--- src/design/crs_pkg.sv ---
// ----------------------------------------------------------------------------
// Clip rectangle stack package
// Request and result types, the action codes and the stack entry layout.
// ----------------------------------------------------------------------------
package crs_pkg;

  // Action codes carried in the request.
  typedef enum logic [1:0] {
    ActBegin = 2'd0,
    ActPush  = 2'd1,
    ActPop   = 2'd2
  } action_e;

  // One request: an action and a rectangle.
  typedef struct packed {
    action_e            action;
    logic signed [31:0] rect_x;
    logic signed [31:0] rect_y;
    logic signed [31:0] rect_width;
    logic signed [31:0] rect_height;
  } req_t;

  // One result: the current clip rectangle and the action status.
  typedef struct packed {
    logic signed [31:0] clip_x;
    logic signed [31:0] clip_y;
    logic signed [31:0] clip_width;
    logic signed [31:0] clip_height;
    logic               clip_valid;
    logic               accepted;
    logic [4:0]         stack_depth;
    logic               overflow;
  } rsp_t;

  // One stack entry, also the layout of the current rectangle.
  typedef struct packed {
    logic signed [31:0] x;
    logic signed [31:0] y;
    logic signed [31:0] w;
    logic signed [31:0] h;
    logic               usable;
  } entry_t;

endpackage

--- src/design/crs_ram.sv ---
// ----------------------------------------------------------------------------
// Generic RAM
// One write port and one read port with a registered read.
// ----------------------------------------------------------------------------
module crs_ram #(
  parameter int Width = 8,
  parameter int Depth = 16,
  localparam int AddrW = (Depth > 1) ? $clog2(Depth) : 1
) (
  input  logic             clk_i,
  input  logic             we_i,
  input  logic [AddrW-1:0] waddr_i,
  input  logic [Width-1:0] wdata_i,
  input  logic             re_i,
  input  logic [AddrW-1:0] raddr_i,
  output logic [Width-1:0] rdata_o
);

  logic [Width-1:0] mem_q [Depth];
  logic [Width-1:0] rdata_q;

  // Write port.
  always_ff @(posedge clk_i) begin
    if (we_i) begin
      mem_q[waddr_i] <= wdata_i;
    end
  end

  // Registered read port; the data holds while no read is enabled.
  always_ff @(posedge clk_i) begin
    if (re_i) begin
      rdata_q <= mem_q[raddr_i];
    end
  end

  assign rdata_o = rdata_q;

endmodule

--- src/design/clip_rect_stack_core.sv ---
// ----------------------------------------------------------------------------
// Clip rectangle stack core
// The result strobe of an accepted request is registered and rises in the next cycle.
// Throughput: one request per cycle; busy_o stays low, the result is never stalled.
// The entry below the top is prefetched from the stack RAM on every request.
// Reset clears the current rectangle, the entry count and the strobe; the
// stack RAM is not cleared, only entries below the count are ever used.
// ----------------------------------------------------------------------------
module clip_rect_stack_core #(
  parameter int STACK_DEPTH = 16
) (
  input  logic          clk_i,
  input  logic          rst_ni,
  input  logic          start_i,
  output logic          busy_o,
  input  crs_pkg::req_t req_i,
  output logic          result_valid_o,
  output crs_pkg::rsp_t rsp_o
);
  import crs_pkg::*;

  localparam int CntW  = $clog2(STACK_DEPTH + 1);
  localparam int AddrW = (STACK_DEPTH > 1) ? $clog2(STACK_DEPTH) : 1;
  localparam int EntW  = $bits(entry_t);

  entry_t            cur_q, cur_d;
  logic [CntW-1:0]   cnt_q, cnt_d;
  logic              acc_q, acc_d;
  logic              ovf_q, ovf_d;
  logic              valid_q;
  logic              accept;
  logic              we;
  logic [AddrW-1:0]  waddr;
  entry_t            wdata;
  logic [CntW-1:0]   raddr_full;
  logic [EntW-1:0]   below_raw;
  entry_t            below;
  entry_t            given;
  entry_t            isect;
  logic signed [31:0] right, bottom, left, top;
  logic [CntW+4:0]   cnt_ext;

  // Right or bottom edge: origin plus size, saturated to 32 bits.
  function automatic logic signed [31:0] sat_end(input logic signed [31:0] o,
                                                 input logic signed [31:0] s);
    logic signed [32:0] e;
    e = {o[31], o} + {s[31], s};
    if (e[32] != e[31]) begin
      sat_end = e[32] ? 32'sh8000_0000 : 32'sh7FFF_FFFF;
    end else begin
      sat_end = e[31:0];
    end
  endfunction

  assign busy_o = 1'b0;
  assign accept = start_i;

  // The given rectangle as an entry.
  always_comb begin
    given.x      = req_i.rect_x;
    given.y      = req_i.rect_y;
    given.w      = req_i.rect_width;
    given.h      = req_i.rect_height;
    given.usable = (req_i.rect_width > 32'sd0) && (req_i.rect_height > 32'sd0);
  end

  // Intersection of the current rectangle with the given one.
  always_comb begin
    logic signed [31:0] rc, rg, bc, bg;
    rc     = sat_end(cur_q.x, cur_q.w);
    rg     = sat_end(given.x, given.w);
    bc     = sat_end(cur_q.y, cur_q.h);
    bg     = sat_end(given.y, given.h);
    right  = (rc < rg) ? rc : rg;
    bottom = (bc < bg) ? bc : bg;
    left   = (cur_q.x > given.x) ? cur_q.x : given.x;
    top    = (cur_q.y > given.y) ? cur_q.y : given.y;
    isect.x = left;
    isect.y = top;
    if ((right <= left) || (bottom <= top)) begin
      isect.w      = 32'sd0;
      isect.h      = 32'sd0;
      isect.usable = 1'b0;
    end else begin
      isect.w      = right - left;
      isect.h      = bottom - top;
      isect.usable = 1'b1;
    end
  end

  // Stack RAM; the read always fetches the entry below the next top.
  assign raddr_full = cnt_d - CntW'(2);
  assign below      = entry_t'(below_raw);

  crs_ram #(
    .Width (EntW),
    .Depth (STACK_DEPTH)
  ) u_stack_ram (
    .clk_i   (clk_i),
    .we_i    (we),
    .waddr_i (waddr),
    .wdata_i (wdata),
    .re_i    (accept),
    .raddr_i (raddr_full[AddrW-1:0]),
    .rdata_o (below_raw)
  );

  // Next state for one request.
  always_comb begin
    cur_d = cur_q;
    cnt_d = cnt_q;
    acc_d = 1'b0;
    ovf_d = 1'b0;
    we    = 1'b0;
    waddr = cnt_q[AddrW-1:0];
    wdata = given;
    case (req_i.action)
      ActBegin: begin
        cur_d = given;
        acc_d = given.usable;
        waddr = '0;
        if (given.usable) begin
          cnt_d = CntW'(1);
          we    = accept;
        end else begin
          cnt_d = '0;
        end
      end
      ActPush: begin
        if (cnt_q == CntW'(STACK_DEPTH)) begin
          ovf_d = 1'b1;
        end else if ((cnt_q != '0) && !cur_q.usable) begin
          // An unusable top is repeated.
          wdata = cur_q;
          we    = accept;
          cnt_d = cnt_q + CntW'(1);
        end else begin
          wdata = cur_q.usable ? isect : given;
          cur_d = wdata;
          acc_d = wdata.usable;
          we    = accept;
          cnt_d = cnt_q + CntW'(1);
        end
      end
      ActPop: begin
        if (cnt_q == '0) begin
          cur_d = '0;
        end else begin
          cnt_d = cnt_q - CntW'(1);
          acc_d = 1'b1;
          if (cnt_q == CntW'(1)) begin
            cur_d = '0;
          end else begin
            cur_d = below;
          end
        end
      end
      default: begin
        // Unused code: state unchanged, status flags low.
      end
    endcase
  end

  // State and result registers.
  always_ff @(posedge clk_i or negedge rst_ni) begin
    if (!rst_ni) begin
      cur_q   <= '0;
      cnt_q   <= '0;
      acc_q   <= 1'b0;
      ovf_q   <= 1'b0;
      valid_q <= 1'b0;
    end else begin
      valid_q <= accept;
      if (accept) begin
        cur_q <= cur_d;
        cnt_q <= cnt_d;
        acc_q <= acc_d;
        ovf_q <= ovf_d;
      end
    end
  end

  // Result fields come straight from the state registers.
  assign cnt_ext = (CntW + 5)'(cnt_q);

  always_comb begin
    rsp_o.clip_x      = cur_q.x;
    rsp_o.clip_y      = cur_q.y;
    rsp_o.clip_width  = cur_q.w;
    rsp_o.clip_height = cur_q.h;
    rsp_o.clip_valid  = cur_q.usable;
    rsp_o.accepted    = acc_q;
    rsp_o.stack_depth = cnt_ext[4:0];
    rsp_o.overflow    = ovf_q;
  end

  assign result_valid_o = valid_q;

endmodule
--- config.mk ---
export PLATFORM = sky130hd
export DESIGN_NAME = clip_rect_stack_core
export DESIGN_NICKNAME = d
export VERILOG_FILES = /design/src/design/crs_pkg.sv /design/src/design/crs_ram.sv /design/src/design/clip_rect_stack_core.sv
export SDC_FILE = /design/constraint.sdc
export NUM_CORES = 2
export LEC_CHECK = 0
export BUFFER_PORTS_ARGS = -buffer_cell sky130_fd_sc_hd__buf_2
export CORE_MARGIN = 2
export CORE_UTILIZATION = 45
export CTS_CLUSTER_SIZE = 14
export DETAILED_ROUTE_END_ITERATION = 8
export PLACE_DENSITY_LB_ADDON = 0.1
export SYNTH_ARGS = -nofsm -noshare
export SYNTH_HDL_FRONTEND = slang
export SYNTH_SLANG_ARGS = --single-unit
--- constraint.sdc ---
create_clock -name clk_i -period 25.1 [get_ports clk_i]
set_input_delay 3.765 -clock clk_i [delete_from_list [all_inputs] [get_ports clk_i]]
set_output_delay 3.765 -clock clk_i [all_outputs]
set_load 0.01 [all_outputs]
; After elaboration in Yosys (flattened, before gate mapping)
; Memories as Yosys holds them, arrays and structs flattened. A register that Yosys moved wholly into a read port is not among the register bits.
; Cells that the tools add are included.
[totals]
register_bits = 137
ramBits = 2064
input_bits = 133
output_inout_bits = 138
word_cells = 82
mem_count = 1
[op_classes]
addsub = 9
magnitude_cmp = 8
n_eq_ne = 9
muxes = 37
n_reduce_logical = 9
[mem_list]
columns = memory, words, width, read_ports, rd_ports_with_merged_regs, wr, line_no
row1 = u_stack_ram.mem_q, 16, 129, 1, 1, 1, crs_ram.sv:19  ; logic [Width-1:0] mem_q [Depth];
[ops]
columns = op, count
row1 = 129-bit two-way mux, 7
row2 = 129-bit one-hot mux with 3 select lines, 1
row3 = 32-bit two-way mux, 12
row4 = 32-bit by 32-bit adder with 33-bit output, 4
row5 = 65-bit two-way mux, 1
row6 = 32-bit by 1-bit > comparator with 1-bit output (second input constant), 2
row7 = 32-bit > comparator, 2
row8 = 32-bit <= comparator, 2
row9 = 32-bit < comparator, 2
row10 = 32-bit subtractor, 2
row11 = 5-bit one-hot mux with 3 select lines, 1
row12 = 1-bit two-way mux, 10
row13 = 5-bit two-way mux, 2
row14 = 5-bit by 1-bit adder with 5-bit output (second input constant), 1
row15 = 5-bit by 1-bit equality test with 1-bit output (second input constant), 1
row16 = 5-bit equality test (second input constant), 1
row17 = 5-bit zero test, 1
row18 = 5-bit nonzero test, 1
row19 = 5-bit by 1-bit subtractor with 5-bit output (second input constant), 1
row20 = 4-bit two-way mux, 1
row21 = 1-bit inequality test, 4
row22 = 4-bit by 2-bit subtractor with 4-bit output (second input constant), 1
row23 = 1-bit one-hot mux with 3 select lines, 1
row24 = 3-bit AND reduction, 1
row25 = 9 further kinds, 10

; Logic depth before layout (Yosys ltp)
[logic_depth]
depth_word = 12
mapped_depth = 45
mapped_depth_nobuf = 40

; Modules after synthesis
; A second synthesis with hierarchy kept.
[hier_totals]
cells_unflattened = 7222
hier_area_um2 = 109233.5
[by_module_without_submodules]
columns = mod, instances, cells_each, area_per_inst_um2, seq_area_each_um2
row1 = crs_ram, 1, 3370, 81608.3, 65853.2
row2 = clip_rect_stack_core, 1, 3852, 27625.2, 3428.3

; Worst setup path before layout
; OpenSTA, ideal clock, no wires.
[synth_timing]
path_kind = input -> register
start = in req_i[129] (netlist bit)
end = mem u_stack_ram.mem_q[2][0] (netlist bit), enable pin
arrival_ps = 16818
required_ps = 24167
slack_ps = 7349
path_stages = 8
path_cell_list = inv_1 -> ha_1 -> nand2_1 -> clkbuf_1 -> buf_1 -> nand2_1 -> nand2_1 -> nor4_1
[synth_between]
elab_chain_len = 4
elab_cells_between_ends = 6
cone_classes = eq/ne (1) / mux (4) / reduce/logical (1)
[synth_lines]
columns = element, line_no
row1 = "start, declared", clip_rect_stack_core.sv:16  ; input crs_pkg::req_t req_i,
row2 = 2-bit by 1-bit equality test with 1-bit output / 2-bit zero test (equally long branches), clip_rect_stack_core.sv:117  ; case (req_i.action)
row3 = 1-bit one-hot mux with 2 select lines, clip_rect_stack_core.sv:117
row4 = 1-bit two-way mux, crs_ram.sv:24  ; if (we_i) begin
row5 = 1-bit two-way mux (not written as such), crs_ram.sv:25  ; mem_q[waddr_i] <= wdata_i;
row6 = "end, declared", crs_ram.sv:19
; Several ways; a longest one is shown, not always the timed one.

; Worst setup path after layout
[layout_timing]
start = in req_i[97] (netlist bit)
end = mem u_stack_ram.mem_q[12][4] (netlist bit) (data pin)
[layout_between]
elab_chain_len = 12
elab_cells_between_ends = 15
cone_classes = add/sub (1) / order compare (3) / eq/ne (1) / mux (9) / reduce/logical (1)
[layout_lines]
columns = element, line_no
row1 = 32-bit by 32-bit adder with 33-bit output, clip_rect_stack_core.sv:47  ; e = {o[31], o} + {s[31], s};
row2 = 32-bit two-way mux / 1-bit inequality test (equally long branches), "clip_rect_stack_core.sv:49, clip_rect_stack_core.sv:48"
row3 = 32-bit two-way mux, clip_rect_stack_core.sv:48  ; if (e[32] != e[31]) begin
row4 = 32-bit < comparator, clip_rect_stack_core.sv:74  ; right = (rc < rg) ? rc : rg;
row5 = 32-bit two-way mux, clip_rect_stack_core.sv:74
row6 = 32-bit <= comparator (*), clip_rect_stack_core.sv:80  ; if ((right <= left) || (bottom <= top)) begin
row7 = 1-bit logical OR (*), clip_rect_stack_core.sv:80
row8 = 65-bit two-way mux (*), clip_rect_stack_core.sv:80
row9 = 129-bit two-way mux (*), clip_rect_stack_core.sv:138  ; wdata = cur_q.usable ? isect : given;
row10 = 129-bit two-way mux (*), n/a
row11 = 129-bit two-way mux (*), clip_rect_stack_core.sv:130  ; if (cnt_q == CntW'(STACK_DEPTH)) begin
row12 = 129-bit two-way mux (*), clip_rect_stack_core.sv:117
row13 = named net u_stack_ram.wdata_i[4], crs_ram.sv:13  ; input logic [Width-1:0] wdata_i,
; Mark *: on every way through the listed nets, which the timed path passes. The rest lies on a longest branch.

==> impl_metrics.json <==
{
  "globalplace.congestion": 0.947,
  "htreeDepth": 4,
  "cap_violations": 0,
  "grt_max_degree": 129,
  "synth_area_leader_cell": "edfxtp_1",
  "drt-initial-drc-count": 7779,
  "drt_pass1_iterations": 6,
  "path_common_cell": "a211oi_1",
  "ys_types": 99,
  "start_kind": "input port",
  "ir_worst_vdd_mv": 0.196,
  "cts_buffers": 239,
  "cpMaxStageDelayCell": "a2111oi_1",
  "fmax_ghz": 0.0642,
  "synthArstFlopShare": 0.0588,
  "hold_viol": 0,
  "path_clk_slew_ns": 0.06,
  "die_w_um": 501,
  "routedWlPerCell_um": 31.3,
  "layout-drive-gt1-share": 0.131,
  "synth-seq-cells": 2330,
  "cts.sink_count": 2330,
  "grt_overflow": 0,
  "ctsResizeCount": 0,
  "rows": 182,
  "total_leakage_power_uw": 0.0497,
  "clock_skew_ns": 0.101,
  "area_growth_pct": 12.1,
  "dieArea_um2": 251000,
  "cts_tree": "built",
  "vias": 69009,
  "seq_area_frac_synth": 0.623,
  "core-area_um2": 246000,
  "finalCriticalPeriod_ns": 15.59,
  "synthTopCellsByCount": "2193 x edfxtp_1, 1682 x mux2i_1, 332 x ha_1",
  "cts_setup_buffers": 0,
  "status": "finished clean",
  "synth_edf_count": 2193,
  "cpPeakStageDelay_ns": 0.95,
  "grt_pass1_wl_um": 499000,
  "synth_area_um2": 111000,
  "ant_nets": 0,
  "initial_core_util": 0.452,
  "rsz0062_at_grt": "no",
  "cp.arrival_ns": 16.06,
  "syn_avg_cell_area_um2": 14.7,
  "synth_top_area_frac": 0.593,
  "synth.most_common_cell": "edfxtp_1",
  "antenna_found_initial": 21,
  "track_usage": 0.276,
  "grt_pass1_vias": 67192,
  "cts_buffer_depth": 3,
  "cp.required_ns": 25.58,
  "synthCells": 7569,
  "die_h_um": 501,
  "wl_um": 353000,
  "ys_warn_count": 0,
  "port_buffers": 269,
  "drt-vias-per-instance": 6.12,
  "synth.net_count": 8040,
  "fin_crit_sh": 0.621,
  "hpwl_um": 214000,
  "cp-end-kind": "flop",
  "slew_headroom": 0.0562,
  "nets": 8310,
  "ys_top_cells_by_area": "edfxtp_1 59%, mux2i_1 15%, ha_1 3.7%",
  "root_buffer": "clkbuf_16",
  "hold_slack_ns": 0.448,
  "tightest_slew_ns": 1.41,
  "insertion_delay_ns": 0.96,
  "setup_viol": 0,
  "post-route-drc-count": 0,
  "holdBufCountCts": 0,
  "io_pins": 271,
  "path_class": "input port to flop",
  "hold_class": "flop to flop",
  "maxSlewViolCount": 0,
  "powerDensity_nw_per_um2": 140,
  "cp_max_fo": 33,
  "ys.flop_type": "edfxtp_1",
  "fin_tns_setup_ns": 0
}
-- sequential cells by signal, summed over array words and instances, names as in the netlist --
| signal | cells |
|---|---|
| result_valid_o | 1 |
| rsp_o | 129 |
| cnt_q | 5 |
| u_stack_ram.mem_q | 2064 |
| u_stack_ram.rdata_o | 129 |
| acc_q | 1 |
| ovf_q | 1 |
-- path summary, 6_finish.rpt --
| path | slack [ns] | endpoint | from | depth (start not counted) |
|---|---|---|---|---|
| setup / recovery | 9.51 | u_stack_ram.mem_q[12][4]$_DFFE_PP_ | req_i[97] | 44 |
| hold / removal | 0.45 | rsp_o[129]$_DFFE_PN0P_ | u_stack_ram.rdata_o[122]$_DFFE_PP_ | 1 |
| setup reg to reg | 11.79 | u_stack_ram.mem_q[12][4]$_DFFE_PP_ | rsp_o[57]$_DFFE_PN0P_ | 42 |
| hold reg to reg | 0.45 | rsp_o[129]$_DFFE_PN0P_ | u_stack_ram.rdata_o[122]$_DFFE_PP_ | 1 |
| max in group asynchronous | 20.20 | rsp_o[82]$_DFFE_PN0P_ | rst_ni | 3 |
| min in group asynchronous | 2.79 | rsp_o[114]$_DFFE_PN0P_ | rst_ni | 1 |
-- layer usage --
| metal | up-vias | wire length (um) | GRT usage |
|---|---|---|---|
| li1 | 30150 | - | - |
| met1 | 35612 | 155000 | 0.393 |
| met2 | 2707 | 163000 | 0.436 |
| met3 | 530 | 23700 | 0.0430 |
| met4 | 10 | 11400 | 0.0848 |
| met5 | - | 55 | 0 |
-- layout make-up --
type,instances,area [um^2]
fill,20576,121000
antenna,8,20.0
clock buffer,294,6280
multi-input combinational,4653,39700
sequential,2330,69300
inverter,190,713
tap,3220,4030
timing repair buffer,425,2740
clock inverter,161,1770
-- worst max-delay path: cells and delay by family --
| family | cells | cell delay [ns] |
|---|---|---|
| AO/OA/AOI/OAI | 25 | 7.29 |
| buffers and inverters | 8 | 2.06 |
| adder cells (fa/ha/maj) | 5 | 1.52 |
| multiplexers | 2 | 0.55 |
| AND/OR/NAND/NOR | 2 | 0.40 |
| XOR/XNOR | 2 | 0.33 |
-- where the power goes --
| group | leakage (uW) | internal (uW) | switching [uW] | total [uW] |
|---|---|---|---|---|
| combinational | 0.0242 | 3390 | 5480 | 8870 |
| sequential | 0.0215 | 4710 | 260 | 4970 |
| clock | 0.00390 | 2050 | 1550 | 3600 |
-- placed cells by master (no fill, tap or decap), drive strengths merged, types with 91 or more instances in the layout --
master / n
clkbuf: 296
nand2: 245
clkinv: 127
a21oi: 263
nor2: 307
nand3: 91
mux2i: 1682
inv: 193
o22ai: 103
ha: 332
mux4: 129
edfxtp: 2193
buf: 423
dfrtp: 137
a21o: 118
o21ai: 342
xnor2: 99
-- metrics by stage --
step	utilization	power (uW)	instance area, um^2	cells	setup WS, ns
2_1_floorplan	-	11000	111000	7569	7.35
3_3_place_gp	0.474	13800	116000	10817	8.87
3_5_place_dp	0.474	13700	116000	10817	8.86
4_1_cts	0.507	17400	124000	11272	9.75
5_1_grt	0.507	18300	125000	11275	8.73
6_report	0.507	17400	125000	11281	9.51
-- cells by family after synthesis --
group	count (synthesis)	synth area share
buffers and inverters	586	0.0227
AOI/OAI and AO/OA	1295	0.0758
other	1	0.0000337
muxes	1883	0.185
adders and majority gates	338	0.0385
DFF	2330	0.623
xor gates and xnor gates	167	0.0132
and+or+nand+nor	969	0.0414
Note: power is estimated with default switching activity, not from simulation.
